## config.mk

```make
export PLATFORM = sky130hd
export DESIGN_NAME = byte_ring_buffer_overwrite
export DESIGN_NICKNAME = d
export VERILOG_FILES = /design/src/hw/rtl/brbo_pkg.sv /design/src/hw/rtl/byte_ring_buffer_overwrite.sv /design/src/hw/rtl/brbo_ram.sv /design/src/hw/rtl/brbo_ctrl.sv
export VERILOG_INCLUDE_DIRS = /design/src /design/src/hw/rtl
export SDC_FILE = /design/constraint.sdc
export NUM_CORES = 2
export LEC_CHECK = 0
export BUFFER_PORTS_ARGS = -buffer_cell sky130_fd_sc_hd__buf_2
export CAP_MARGIN = 20
export CELL_PAD_IN_SITES_DETAIL_PLACEMENT = 0
export CELL_PAD_IN_SITES_GLOBAL_PLACEMENT = 1
export CORE_MARGIN = 5
export CORE_UTILIZATION = 45
export CTS_BUF_LIST = sky130_fd_sc_hd__clkbuf_16
export DETAILED_ROUTE_END_ITERATION = 8
export PLACE_DENSITY = 0.78
export SLEW_MARGIN = 5
export SYNTH_ARGS = -nofsm -noshare
export SYNTH_HDL_FRONTEND = slang
export SYNTH_HIERARCHICAL = 1
export SYNTH_SLANG_ARGS = --single-unit
```

## constraint.sdc

```tcl
create_clock -name clk -period 6.01 [get_ports clk]
set_input_delay 0.9015 -clock clk [delete_from_list [all_inputs] [get_ports clk]]
set_output_delay 0.9015 -clock clk [all_outputs]
set_load 0.005 [all_outputs]
```

## src/hw/rtl/assert_macros.svh

```systemverilog
// Assertion macros used by the RTL of the byte ring buffer.
// Define ASSERT_OFF to drop every check; no other dependencies.
`ifndef ASSERT_MACROS_SVH
`define ASSERT_MACROS_SVH

`ifndef ASSERT_OFF

// Check a property at each rising edge, skipped while reset is asserted.
`define ASSERT_CLK(lbl, ck, rn, prop, msg) \
    lbl: assert property (@(posedge ck) disable iff (!(rn)) (prop)) else $error(msg);

// Check a property at each rising edge, reset included.
`define ASSERT_ALWAYS(lbl, ck, prop, msg) \
    lbl: assert property (@(posedge ck) (prop)) else $error(msg);

`else

`define ASSERT_CLK(lbl, ck, rn, prop, msg)
`define ASSERT_ALWAYS(lbl, ck, prop, msg)

`endif

`endif

```

## src/hw/rtl/brbo_pkg.sv

```systemverilog
// Shared types, operation codes and constants for the byte ring buffer.
// No dependencies; used by every module of the block.
`default_nettype none

package brbo_pkg;

    localparam int DEPTH_DEFAULT = 256;
    localparam int CAP_W         = 9;
    localparam int CNT_W         = 16;

    typedef logic [7:0]       data_t;
    typedef logic [CAP_W-1:0] cap_t;
    typedef logic [CNT_W-1:0] count_t;
    typedef logic [2:0]       func_t;

    localparam cap_t   CAP_RESET = cap_t'(256);
    localparam count_t CNT_MAX   = '1;

    localparam func_t FUNC_PUT    = 3'd0;
    localparam func_t FUNC_FORCE  = 3'd1;
    localparam func_t FUNC_GET    = 3'd2;
    localparam func_t FUNC_PEEK   = 3'd3;
    localparam func_t FUNC_CLEAR  = 3'd4;

    // Status of one result; the byte itself comes from the storage read port.
    typedef struct packed {
        logic   ok;
        logic   rd;
        cap_t   fill_level;
        logic   is_full_now;
        count_t burst_count;
    } rslt_t;

endpackage

`default_nettype wire

```

## src/hw/rtl/byte_ring_buffer_overwrite.sv

```systemverilog
// Top level of the byte ring buffer with overwrite: control plus byte storage.
// Depends on brbo_pkg, brbo_ctrl and brbo_ram.
//
//   channel | handshake            | payload
//   --------+----------------------+--------------------------------------------
//   cfg     | cfg_we               | cfg_wdata (capacity)
//   in      | in_valid / in_stall  | func, data_in, burst_last
//   out     | out_valid / out_stall| ok, data_out, fill_level, is_full_now,
//           |                      | burst_count
//
// One transaction per cycle while the output is not stalled; a result appears the cycle after
// its input is taken, together with the registered read of the byte storage.
// Reset empties the buffer and sets the capacity to 256; storage is not cleared.
// A stall on the output holds the result and stalls the input in the same cycle.
// A capacity write empties the buffer.
`default_nettype none

module byte_ring_buffer_overwrite #(
    parameter int DEPTH = brbo_pkg::DEPTH_DEFAULT
) (
    input  wire logic              clk,
    input  wire logic              rst_n,
    input  wire logic              cfg_we,
    input  wire brbo_pkg::cap_t    cfg_wdata,
    input  wire logic              in_valid,
    output logic                   in_stall,
    input  wire brbo_pkg::func_t   func,
    input  wire brbo_pkg::data_t   data_in,
    input  wire logic              burst_last,
    output logic                   out_valid,
    input  wire logic              out_stall,
    output logic                   ok,
    output brbo_pkg::data_t        data_out,
    output brbo_pkg::cap_t         fill_level,
    output logic                   is_full_now,
    output brbo_pkg::count_t       burst_count
);

    localparam int ADDR_W = $clog2(DEPTH);

    brbo_pkg::rslt_t   rslt;
    logic              mem_we, mem_re;
    logic [ADDR_W-1:0] mem_waddr, mem_raddr;
    brbo_pkg::data_t   mem_wdata, mem_rdata;

    brbo_ctrl #(
        .DEPTH  (DEPTH),
        .ADDR_W (ADDR_W)
    ) u_ctrl (
        .clk        (clk),
        .rst_n      (rst_n),
        .cfg_we     (cfg_we),
        .cfg_wdata  (cfg_wdata),
        .in_valid   (in_valid),
        .in_stall   (in_stall),
        .func       (func),
        .data_in    (data_in),
        .burst_last (burst_last),
        .out_valid  (out_valid),
        .out_stall  (out_stall),
        .rslt       (rslt),
        .mem_we     (mem_we),
        .mem_waddr  (mem_waddr),
        .mem_wdata  (mem_wdata),
        .mem_re     (mem_re),
        .mem_raddr  (mem_raddr)
    );

    brbo_ram #(
        .DEPTH  (DEPTH),
        .ADDR_W (ADDR_W)
    ) u_ram (
        .clk   (clk),
        .we    (mem_we),
        .waddr (mem_waddr),
        .wdata (mem_wdata),
        .re    (mem_re),
        .raddr (mem_raddr),
        .rdata (mem_rdata)
    );

    assign ok          = rslt.ok;
    assign data_out    = rslt.rd ? mem_rdata : '0;
    assign fill_level  = rslt.fill_level;
    assign is_full_now = rslt.is_full_now;
    assign burst_count = rslt.burst_count;

endmodule

`default_nettype wire

```

## src/hw/rtl/brbo_ram.sv

```systemverilog
// Byte storage of the ring buffer: one write port, one read port, registered read.
// Depends on brbo_pkg for the byte type.
`default_nettype none

module brbo_ram #(
    parameter int DEPTH  = brbo_pkg::DEPTH_DEFAULT,
    parameter int ADDR_W = $clog2(DEPTH)
) (
    input  wire logic                  clk,
    input  wire logic                  we,
    input  wire logic [ADDR_W-1:0]     waddr,
    input  wire brbo_pkg::data_t       wdata,
    input  wire logic                  re,
    input  wire logic [ADDR_W-1:0]     raddr,
    output brbo_pkg::data_t            rdata
);

    brbo_pkg::data_t mem [DEPTH];
    brbo_pkg::data_t rdata_reg;

    always_ff @(posedge clk)
    begin
        if (we)
        begin
            mem[waddr] <= wdata;
        end
    end

    // Hold the last read byte until the next read is issued.
    always_ff @(posedge clk)
    begin
        if (re)
        begin
            rdata_reg <= mem[raddr];
        end
    end

    assign rdata = rdata_reg;

endmodule

`default_nettype wire

```

## src/hw/rtl/brbo_ctrl.sv

```systemverilog
// Pointer, full flag and burst counter control of the byte ring buffer.
// Issues storage accesses and registers the status of each result. Uses brbo_pkg.
`default_nettype none
`include "assert_macros.svh"

module brbo_ctrl #(
    parameter int DEPTH  = brbo_pkg::DEPTH_DEFAULT,
    parameter int ADDR_W = $clog2(DEPTH)
) (
    input  wire logic                  clk,
    input  wire logic                  rst_n,
    input  wire logic                  cfg_we,
    input  wire brbo_pkg::cap_t        cfg_wdata,
    input  wire logic                  in_valid,
    output logic                       in_stall,
    input  wire brbo_pkg::func_t       func,
    input  wire brbo_pkg::data_t       data_in,
    input  wire logic                  burst_last,
    output logic                       out_valid,
    input  wire logic                  out_stall,
    output brbo_pkg::rslt_t            rslt,
    output logic                       mem_we,
    output logic [ADDR_W-1:0]          mem_waddr,
    output brbo_pkg::data_t            mem_wdata,
    output logic                       mem_re,
    output logic [ADDR_W-1:0]          mem_raddr
);

    // Arithmetic width: holds a pointer plus one and any capacity.
    localparam int LW = (ADDR_W + 1 > brbo_pkg::CAP_W) ? ADDR_W + 1 : brbo_pkg::CAP_W;

    brbo_pkg::cap_t    cap_reg, cap_next;
    logic [ADDR_W-1:0] wp_reg, wp_next;
    logic [ADDR_W-1:0] rp_reg, rp_next;
    logic              full_reg, full_next;
    brbo_pkg::count_t  cnt_reg, cnt_next;
    logic              out_valid_reg, out_valid_next;
    brbo_pkg::rslt_t   rslt_reg, rslt_next;

    logic [LW-1:0]     eff_cap;
    logic              acc;
    logic              empty;
    logic [ADDR_W-1:0] wp_adv, rp_adv, rp_mid;
    logic [ADDR_W-1:0] wp_new, rp_new;
    logic              full_new;
    logic              ok, counts;
    logic [LW-1:0]     wp_x, rp_x, lvl;
    brbo_pkg::count_t  cnt_res;

    function automatic logic [ADDR_W-1:0] advance(input logic [ADDR_W-1:0] p,
                                                  input logic [LW-1:0] cap);
        logic [LW-1:0] n;
        n = LW'(p) + LW'(1);
        return (n >= cap) ? '0 : n[ADDR_W-1:0];
    endfunction

    // Capacity of zero acts as one, above the storage depth as the depth.
    always_comb
    begin
        priority if (cap_reg == '0)
        begin
            eff_cap = LW'(1);
        end
        else if (32'(cap_reg) > DEPTH)
        begin
            eff_cap = LW'(DEPTH);
        end
        else
        begin
            eff_cap = LW'(cap_reg);
        end
    end

    assign in_stall = out_valid_reg & out_stall;
    assign acc      = in_valid & ~in_stall;
    assign empty    = ~full_reg & (wp_reg == rp_reg);
    assign wp_adv   = advance(wp_reg, eff_cap);
    assign rp_adv   = advance(rp_reg, eff_cap);
    // Drop the oldest byte first on a forced put into a full buffer.
    assign rp_mid   = full_reg ? rp_adv : rp_reg;

    always_comb
    begin
        wp_new    = wp_reg;
        rp_new    = rp_reg;
        full_new  = full_reg;
        ok        = 1'b0;
        counts    = 1'b0;
        mem_we    = 1'b0;
        mem_re    = 1'b0;
        unique case (func)
            brbo_pkg::FUNC_PUT:
            begin
                counts = 1'b1;
                if (!full_reg)
                begin
                    mem_we   = acc;
                    wp_new   = wp_adv;
                    full_new = (wp_adv == rp_reg);
                    ok       = 1'b1;
                end
            end
            brbo_pkg::FUNC_FORCE:
            begin
                counts   = 1'b1;
                mem_we   = acc;
                rp_new   = rp_mid;
                wp_new   = wp_adv;
                full_new = (wp_adv == rp_mid);
                ok       = 1'b1;
            end
            brbo_pkg::FUNC_GET:
            begin
                counts = 1'b1;
                if (!empty)
                begin
                    mem_re   = acc;
                    rp_new   = rp_adv;
                    full_new = 1'b0;
                    ok       = 1'b1;
                end
            end
            brbo_pkg::FUNC_PEEK:
            begin
                if (!empty)
                begin
                    mem_re = acc;
                    ok     = 1'b1;
                end
            end
            brbo_pkg::FUNC_CLEAR:
            begin
                wp_new   = '0;
                rp_new   = '0;
                full_new = 1'b0;
                ok       = 1'b1;
            end
            default:
            begin
                ok = 1'b0;
            end
        endcase
    end

    assign mem_waddr = wp_reg;
    assign mem_wdata = data_in;
    assign mem_raddr = rp_reg;

    assign wp_x = LW'(wp_new);
    assign rp_x = LW'(rp_new);

    always_comb
    begin
        priority if (full_new)
        begin
            lvl = eff_cap;
        end
        else if (wp_x >= rp_x)
        begin
            lvl = wp_x - rp_x;
        end
        else
        begin
            lvl = eff_cap - (rp_x - wp_x);
        end
    end

    assign cnt_res = (counts && ok && cnt_reg != brbo_pkg::CNT_MAX) ?
                     cnt_reg + brbo_pkg::count_t'(1) : cnt_reg;

    always_comb
    begin
        cap_next       = cap_reg;
        wp_next        = wp_reg;
        rp_next        = rp_reg;
        full_next      = full_reg;
        cnt_next       = cnt_reg;
        rslt_next      = rslt_reg;
        out_valid_next = out_valid_reg & out_stall;
        if (cfg_we)
        begin
            // A capacity write also empties the buffer.
            cap_next  = cfg_wdata;
            wp_next   = '0;
            rp_next   = '0;
            full_next = 1'b0;
        end
        else if (acc)
        begin
            wp_next   = wp_new;
            rp_next   = rp_new;
            full_next = full_new;
        end
        if (acc)
        begin
            cnt_next                 = burst_last ? '0 : cnt_res;
            out_valid_next           = 1'b1;
            rslt_next.ok             = ok;
            rslt_next.rd             = mem_re;
            rslt_next.fill_level     = brbo_pkg::cap_t'(lvl);
            rslt_next.is_full_now    = full_new;
            rslt_next.burst_count    = cnt_res;
        end
    end

    always_ff @(posedge clk or negedge rst_n)
    begin
        if (!rst_n)
        begin
            cap_reg       <= brbo_pkg::CAP_RESET;
            wp_reg        <= '0;
            rp_reg        <= '0;
            full_reg      <= 1'b0;
            cnt_reg       <= '0;
            out_valid_reg <= 1'b0;
        end
        else
        begin
            cap_reg       <= cap_next;
            wp_reg        <= wp_next;
            rp_reg        <= rp_next;
            full_reg      <= full_next;
            cnt_reg       <= cnt_next;
            out_valid_reg <= out_valid_next;
        end
    end

    always_ff @(posedge clk)
    begin
        rslt_reg <= rslt_next;
    end

    assign out_valid = out_valid_reg;
    assign rslt      = rslt_reg;

    `ASSERT_CLK(a_full_ptr_eq, clk, rst_n, full_reg |-> (wp_reg == rp_reg), "full with unequal pointers")
    `ASSERT_CLK(a_ptr_in_cap, clk, rst_n, (LW'(wp_reg) < eff_cap) && (LW'(rp_reg) < eff_cap), "pointer at or beyond capacity")
    `ASSERT_ALWAYS(a_one_port, clk, !(mem_we && mem_re), "storage read and write in one transaction")
    `ASSERT_CLK(a_clear, clk, rst_n, (acc && !cfg_we && func == brbo_pkg::FUNC_CLEAR) |=> (wp_reg == '0 && rp_reg == '0 && !full_reg), "clear left data behind")

endmodule

`default_nettype wire

```

* Word level (Yosys, flattened, before mapping)
Memories as Yosys holds them, arrays and structs flattened. A register that Yosys moved wholly into a read port is not among the register bits.
Index checks and enable logic that the tools add are counted.
** Word-level totals
- Bits in read-only memories :: 0
- Memories kept :: 1
- Register bits after elaboration :: 71
- Latch bits :: 0
- Word-level logic and storage cells :: 77
- Bits in writable memories :: 2048
- Output and inout port bits :: 37
** Operators by class
- Multiply operators :: 0
- Shift-type cells :: 0
- Bitwise logic cells :: 5
- Add/sub/neg operators :: 6
- Order comparisons :: 4
- Equal/unequal tests :: 8
- Divide/modulo/power cells :: 0
- Muxes and demuxes :: 34
- Reductions and logical operators :: 8
** Memories
- u_ram.mem :: words 256, bits a word 8, read ports 1, clocked after memory_dff 1, write ports 1, line brbo_ram.sv:18 : brbo_pkg::data_t mem [DEPTH];
** Operator list (count)
- $mux 8 :: 10
- $pmux 8 s3 :: 2
- $mux 9 :: 4
- $mux 16 :: 2
- $eq 8x8->1 :: 3
- $add 8x1->9 const B :: 2
- $ge 9x9->1 :: 2
- $sub 8x8->9 :: 2
- $add 16x1->16 const B :: 1
- $ne 16x16->1 const B :: 1
- $mux 1 :: 13
- $gt 9x9->1 const B :: 1
- $logic_not 9->1 :: 1
- $sub 9x9->9 :: 1
- $ge 8x8->1 :: 1
- $eq 3x2->1 const B :: 2
- $pmux 1 s4 :: 1
- $reduce_or 2->1 :: 2
- $and 1x1->1 :: 3
- $eq 3x1->1 const B :: 1
- $eq 3x3->1 const B :: 1
- $logic_not 3->1 :: 1
- $pmux 1 s3 :: 1
- $reduce_or 3->1 :: 1
- 4 further kinds :: 6

* Longest topological paths before layout
- Word-level depth :: 11
- Gate-level depth with buffers :: 27
- Depth with buffers taken out :: 27

* By module
The synthesis kept the hierarchy.
** By module, submodules not included
- brbo_ram :: times used 1, area an instance 79636.4 um^2, cells an instance 3733, seq. area each 61739.2 um^2
- brbo_ctrl :: times used 1, area an instance 5934.4 um^2, cells an instance 671, seq. area each 1918.1 um^2
- byte_ring_buffer_overwrite :: times used 1, area an instance 50.0 um^2, cells an instance 8, seq. area each 0.0 um^2

* Least setup slack after synthesis
Ideal clock, no wire load.
- Kind :: reg2reg
- Start point :: reg u_ctrl.wp_reg[0] (netlist: u_ctrl/mem_waddr[0])
- End point :: reg u_ctrl.rslt_reg, in the netlist u_ctrl/rslt[23] (data pin)
- Setup slack :: 0.704 ns
- Library setup time :: 0.262 ns
- Clock period less this slack :: 5.306 ns
- Arrival time :: 5.044 ns
- Path buffers :: 0
- Stages on the path, launching flop included :: 27
- Data required time :: 5.748 ns
- Path through :: dfrtp_1 > ha_1 > inv_1 > nor2_2 > xnor2_1 > inv_1 > ha_1 > and4_1 > nand2_1 > o211ai_1 > or2_1 > nor2_1 > a22oi_1 > o21ai_0 > inv_1 > fa_1 > inv_1 > fa_1 > a21oi_1 > nor2_1 > o21a_1 > o21ai_0 > nor2b_1 > xor2_1 > nor2_1 > a21oi_1 > mux2i_1
** On the way
- Word-level cells in the longest chain between the ends :: 9
** Ends and longest elaborated chain
- from (decl) :: line brbo_ctrl.sv:33 : logic [ADDR_W-1:0] wp_reg, wp_next;
- from (signal assigned) :: line brbo_ctrl.sv:220 : wp_reg <= wp_next;
- $add 8x1->9 :: line brbo_ctrl.sv:53 : n = LW'(p) + LW'(1);
- $ge 9x9->1 :: line brbo_ctrl.sv:54 : return (n >= cap) ? '0 : n[ADDR_W-1:0];
- $mux 8 :: line brbo_ctrl.sv:54
- $mux 8 :: line brbo_ctrl.sv:95 : if (!full_reg)
- $pmux 8 s3 :: line brbo_ctrl.sv:91 : unique case (func)
- $sub 8x8->9 :: line brbo_ctrl.sv:164 : lvl = eff_cap - (rp_x - wp_x);
- $sub 9x9->9 :: line brbo_ctrl.sv:164
- $mux 9 :: line brbo_ctrl.sv:158 : else if (wp_x >= rp_x)
- $mux 9 * :: line brbo_ctrl.sv:154 : priority if (full_new)
- via u_ctrl.lvl[6] :: line brbo_ctrl.sv:47 : logic [LW-1:0] wp_x, rp_x, lvl;
- to (signal assigned) :: line brbo_ctrl.sv:230 : rslt_reg <= rslt_next;
- to (decl) :: line brbo_ctrl.sv:38 : brbo_pkg::rslt_t rslt_reg, rslt_next;
Mark *: on every way through the listed nets, which the timed path passes. The rest lies on a longest branch.
A chain may end at the register's enable or synchronous reset.

* Worst setup path after layout
- Start point :: reg u_ctrl.rp_reg[0] (netlist: u_ctrl/mem_raddr[0])
- End point :: reg u_ctrl.rslt_reg, in the netlist u_ctrl/rslt[17] (data pin)
** On the way
- Word-level cells in the longest chain between the ends :: 9
** Ends and longest elaborated chain
- from (decl) :: line brbo_ctrl.sv:34 : logic [ADDR_W-1:0] rp_reg, rp_next;
- from (signal assigned) :: line brbo_ctrl.sv:221 : rp_reg <= rp_next;
- $add 8x1->9 :: line brbo_ctrl.sv:53
- $ge 9x9->1 :: line brbo_ctrl.sv:54
- $mux 8 :: line brbo_ctrl.sv:54
- $mux 8, on equally long branches :: line brbo_ctrl.sv:115, brbo_ctrl.sv:80
- $pmux 8 s3 :: line brbo_ctrl.sv:91
- $sub 8x8->9 :: line brbo_ctrl.sv:164
- $sub 9x9->9 :: line brbo_ctrl.sv:164
- $mux 9 :: line brbo_ctrl.sv:158
- $mux 9 * :: line brbo_ctrl.sv:154
- via u_ctrl.lvl[0] :: line brbo_ctrl.sv:47
Marks and branches as above.

==> flow_summary.yaml <==
setup_path:
  critical_path.max_stage_delay_ns: 0.49
  worst_setup_path_end_kind: "flop"
  crit_path_top_delay_cell: "dfrtp_4"
  critPathTopFamily: "compound AO/OA/AOI/OAI gates"
  cp_common_cell: "ha_1"
  crit_arrival_ns: 6.30
  crit_path_max_fanout: 16
  required_ns: 6.57
  worst_path_cell_chain: "ha_1, nand2_1, nor2_8, xnor2_2, ha_1, a211o_1, a21oi_1, o211ai_1, buf_4, or3_1, o21ai_0, a22oi_2, buf_4, ha_1, nor2b_1, o21ai_0, a21boi_0, o31a_1, o211ai_1, nand3_2, nor2_1, a21oi_1, mux2_2"
  class_of_the_most_critical_setup_path: "reg -> reg"
  cp.buffers_inverters: 2
  crit_path_start_kind: "flop"
logic_synthesis:
  synth-async-reset-ratio: 0.0202
  synth_area_sq_um: 85600
  ys.warnings.count: 6
  synth_most_common_cell: "edfxtp_1"
  synth_top_cells_by_area: "edfxtp_1 (73%), mux4_2 (12%), mux2i_1 (1.7%)"
  synth_cells: 4412
  yosysSeqAreaShare: 0.743
  synth_edf_count: 2084
  synth.ff_latch_count: 2127
  synth.distinct_cells: 90
  synth_top_cells_by_count: "edfxtp_1 (2084), mux4_2 (454), nor2_1 (332)"
  yosys_most_used_dff: "edfxtp_1"
  synth_largest_area_cell: "edfxtp_1"
  syn-mean-instance-area_sq_um: 19.4
  synthesis.nets: 4484
  yosys.area.top_type_share: 0.731
place:
  place.gp.congestion: 0.869
  port_buffers: 62
  dp_hpwl_mm: 128
floorplan:
  fp.dieArea_sq_um: 199000
  initial_core_util: 0.451
  design.core.area_sq_um: 190000
  fp.dieW_um: 446
  dieHeight_um: 446
  floorplan.io_pins: 63
  std_cell_rows: 160
global_routing:
  groute.usage.overall: 0.210
  antenna_violations_before_repair: 9
  via_count_of_the_first_global_routing_pass: 44200
  grt.overflow.total: 0
  pin_count_of_the_biggest_net_entering_global_routing: 203
  grt_first_pass_wirelength_mm: 308
run_status:
  outcome: "complete, no violations"
sta:
  finClkSkew_ns: 0.0338
  fin_worst_hold_slack_ns: 0.178
  slew-limit-headroom: 0.232
  finalSetupViolCount: 0
  max_freq_mhz: 174
  finalSetupTns_ns: 0
  final.period_utilization: 0.955
  maxSlewViolCount: 0
  worstMarginPinSlew_ns: 1.15
  grt_setup_unrepaired: "no"
  finalWorstPathRequiredPeriod_ns: 5.74
  hold_viol: 0
pwr:
  p_leak_nw: 29.1
  cell_internal_pwr_mw: 24.1
  irDropWorstVdd_uv: 384
  power.share.sequential: 0.529
  p_switching_mw: 6.85
  power_frac_clock: 0.399
  power_frac_comb: 0.071
  power.switching_fraction: 0.221
  power_density_nw_per_um2: 326
flow_run:
  cap_violations: 0
layout:
  largest_register_ff_count: 2048
  final_layout_size_suffix_gt1_frac: 0.209
  area_added_between_synthesis_and_finish_pct: 11.1
  final.fill_count: 15000
  layout.nets: 4595
  multi_input_area_sq_um: 20200
  register_cell_area_after_layout_sq_um: 63700
clock_tree:
  tritoncts: "built"
  cts-root-buf: "clkbuf_16"
  cts_max_level: 4
  number_of_clock_buffers_inserted_by_tritoncts: 201
  clock_buffer_depth: 3
  clk_transition_reported_paths_ns: 0.06
  num_clock_sinks: 2127
  clk_latency_ns: 0.83
  cts_hold_buffers: 0
route:
  ant_nets: 0
  drt_first_iter_violations: 5888
  detailed_route_vias_per_instance: 6.16
  route.vias.total: 44400
  detailedRoute.firstPassIterationCount: 6
  routed_wire_length_per_instance_um: 29.2
  postRouteWirelength_mm: 211
  post-route-drc-count: 0
min_path:
  class_of_the_tightest_hold_or_removal_check: "in -> async"
power by group through the flow:
| stage | sequential, mW | combinational, mW | clock, mW |
|---|---|---|---|
| final | 16.4 | 2.20 | 12.4 |
| after global routing | 16.4 | 2.34 | 13.2 |
| after CTS | 16.4 | 2.18 | 12.5 |
| after detailed placement | 16.7 | 2.17 | 0 |
| after global placement | 16.7 | 2.15 | 0 |
| after floorplan | 16.7 | 1.39 | 0 |
cell families after synthesis:
| kind of cell | after synthesis | share of synthesized area |
|---|---|---|
| AND/OR/NAND/NOR | 679 | 0.0372 |
| AO/OA/AOI/OAI | 572 | 0.0463 |
| adder cells (fa/ha/maj) | 46 | 0.00751 |
| multiplexers | 613 | 0.139 |
| flip-flops | 2127 | 0.743 |
| XOR/XNOR | 47 | 0.00490 |
| buffers and inverters | 328 | 0.0220 |
area by class of cell:
cell class,instances,share of cell area
repair buffers,185,0.0154
diodes,6,0.000158
clock inverters,162,0.0140
multi-input cells,1957,0.212
well taps,2511,0.0330
flip-flops and latches,2127,0.669
clock buffers,204,0.0537
inverters,51,0.00201
final timing paths:
check | start | end | slack, ns | depth (start not counted)
hold reg to reg | u_ctrl/cnt_reg[10]$_DFFE_PN0P_ | u_ctrl/cnt_reg[10]$_DFFE_PN0P_ | 0.52 | 1
setup / recovery | u_ctrl/mem_raddr[0]$_DFFE_PN0P_ | u_ctrl/rslt[17]$_DFFE_PP_ | 0.27 | 23
min in group clk | in_valid | u_ctrl/out_valid$_DFF_PN0_ | 0.30 | 2
setup reg to reg | u_ctrl/mem_raddr[0]$_DFFE_PN0P_ | u_ctrl/rslt[17]$_DFFE_PP_ | 0.27 | 23
max in group asynchronous | rst_n | u_ctrl/mem_raddr[3]$_DFFE_PN0P_ | 5.33 | 2
hold / removal | rst_n | u_ctrl/out_valid$_DFF_PN0_ | 0.18 | 2
per-stage QoR:
stage	setup WS, ns	power (mW)	instance area, sq um	std cells	util
2_1_floorplan	0.704	18.1	85600	4412	-
3_3_place_gp	0.178	18.9	88500	6824	0.466
3_5_place_dp	0.116	18.9	88600	6826	0.467
4_1_cts	0.0894	31.1	95000	7192	0.501
5_1_grt	0.0104	31.9	95100	7199	0.501
6_report	0.273	31.0	95100	7203	0.501
per-layer routing:
metal,vias to the layer above,part of all wire,GRT usage
li1,18300,-,-
met1,23300,0.40,0.299
met2,2357,0.47,0.327
met3,399,0.096,0.0433
met4,2,0.036,0.0710
met5,-,0.000033,0
cells in the final DEF, fill, tap and decap left out, types with 54 or more instances in the layout:
cell type / instances
a21oi_1: 127
a22oi_1: 139
buf_2: 54
buf_4: 109
clkbuf_16: 204
edfxtp_1: 2084
inv_1: 101
mux2i_1: 144
mux4_2: 454
nand2_1: 92
nor2_1: 328
o21ai_0: 65
timing repair:
| item | 4_1_cts | 5_1_grt |
|---|---|---|
| buffers inserted | 0 | 1 |
| endpoints found under the setup margin | 0 | 12 |
| gates resized for setup | 0 | 10 |
(Power assumes the default switching activity.)
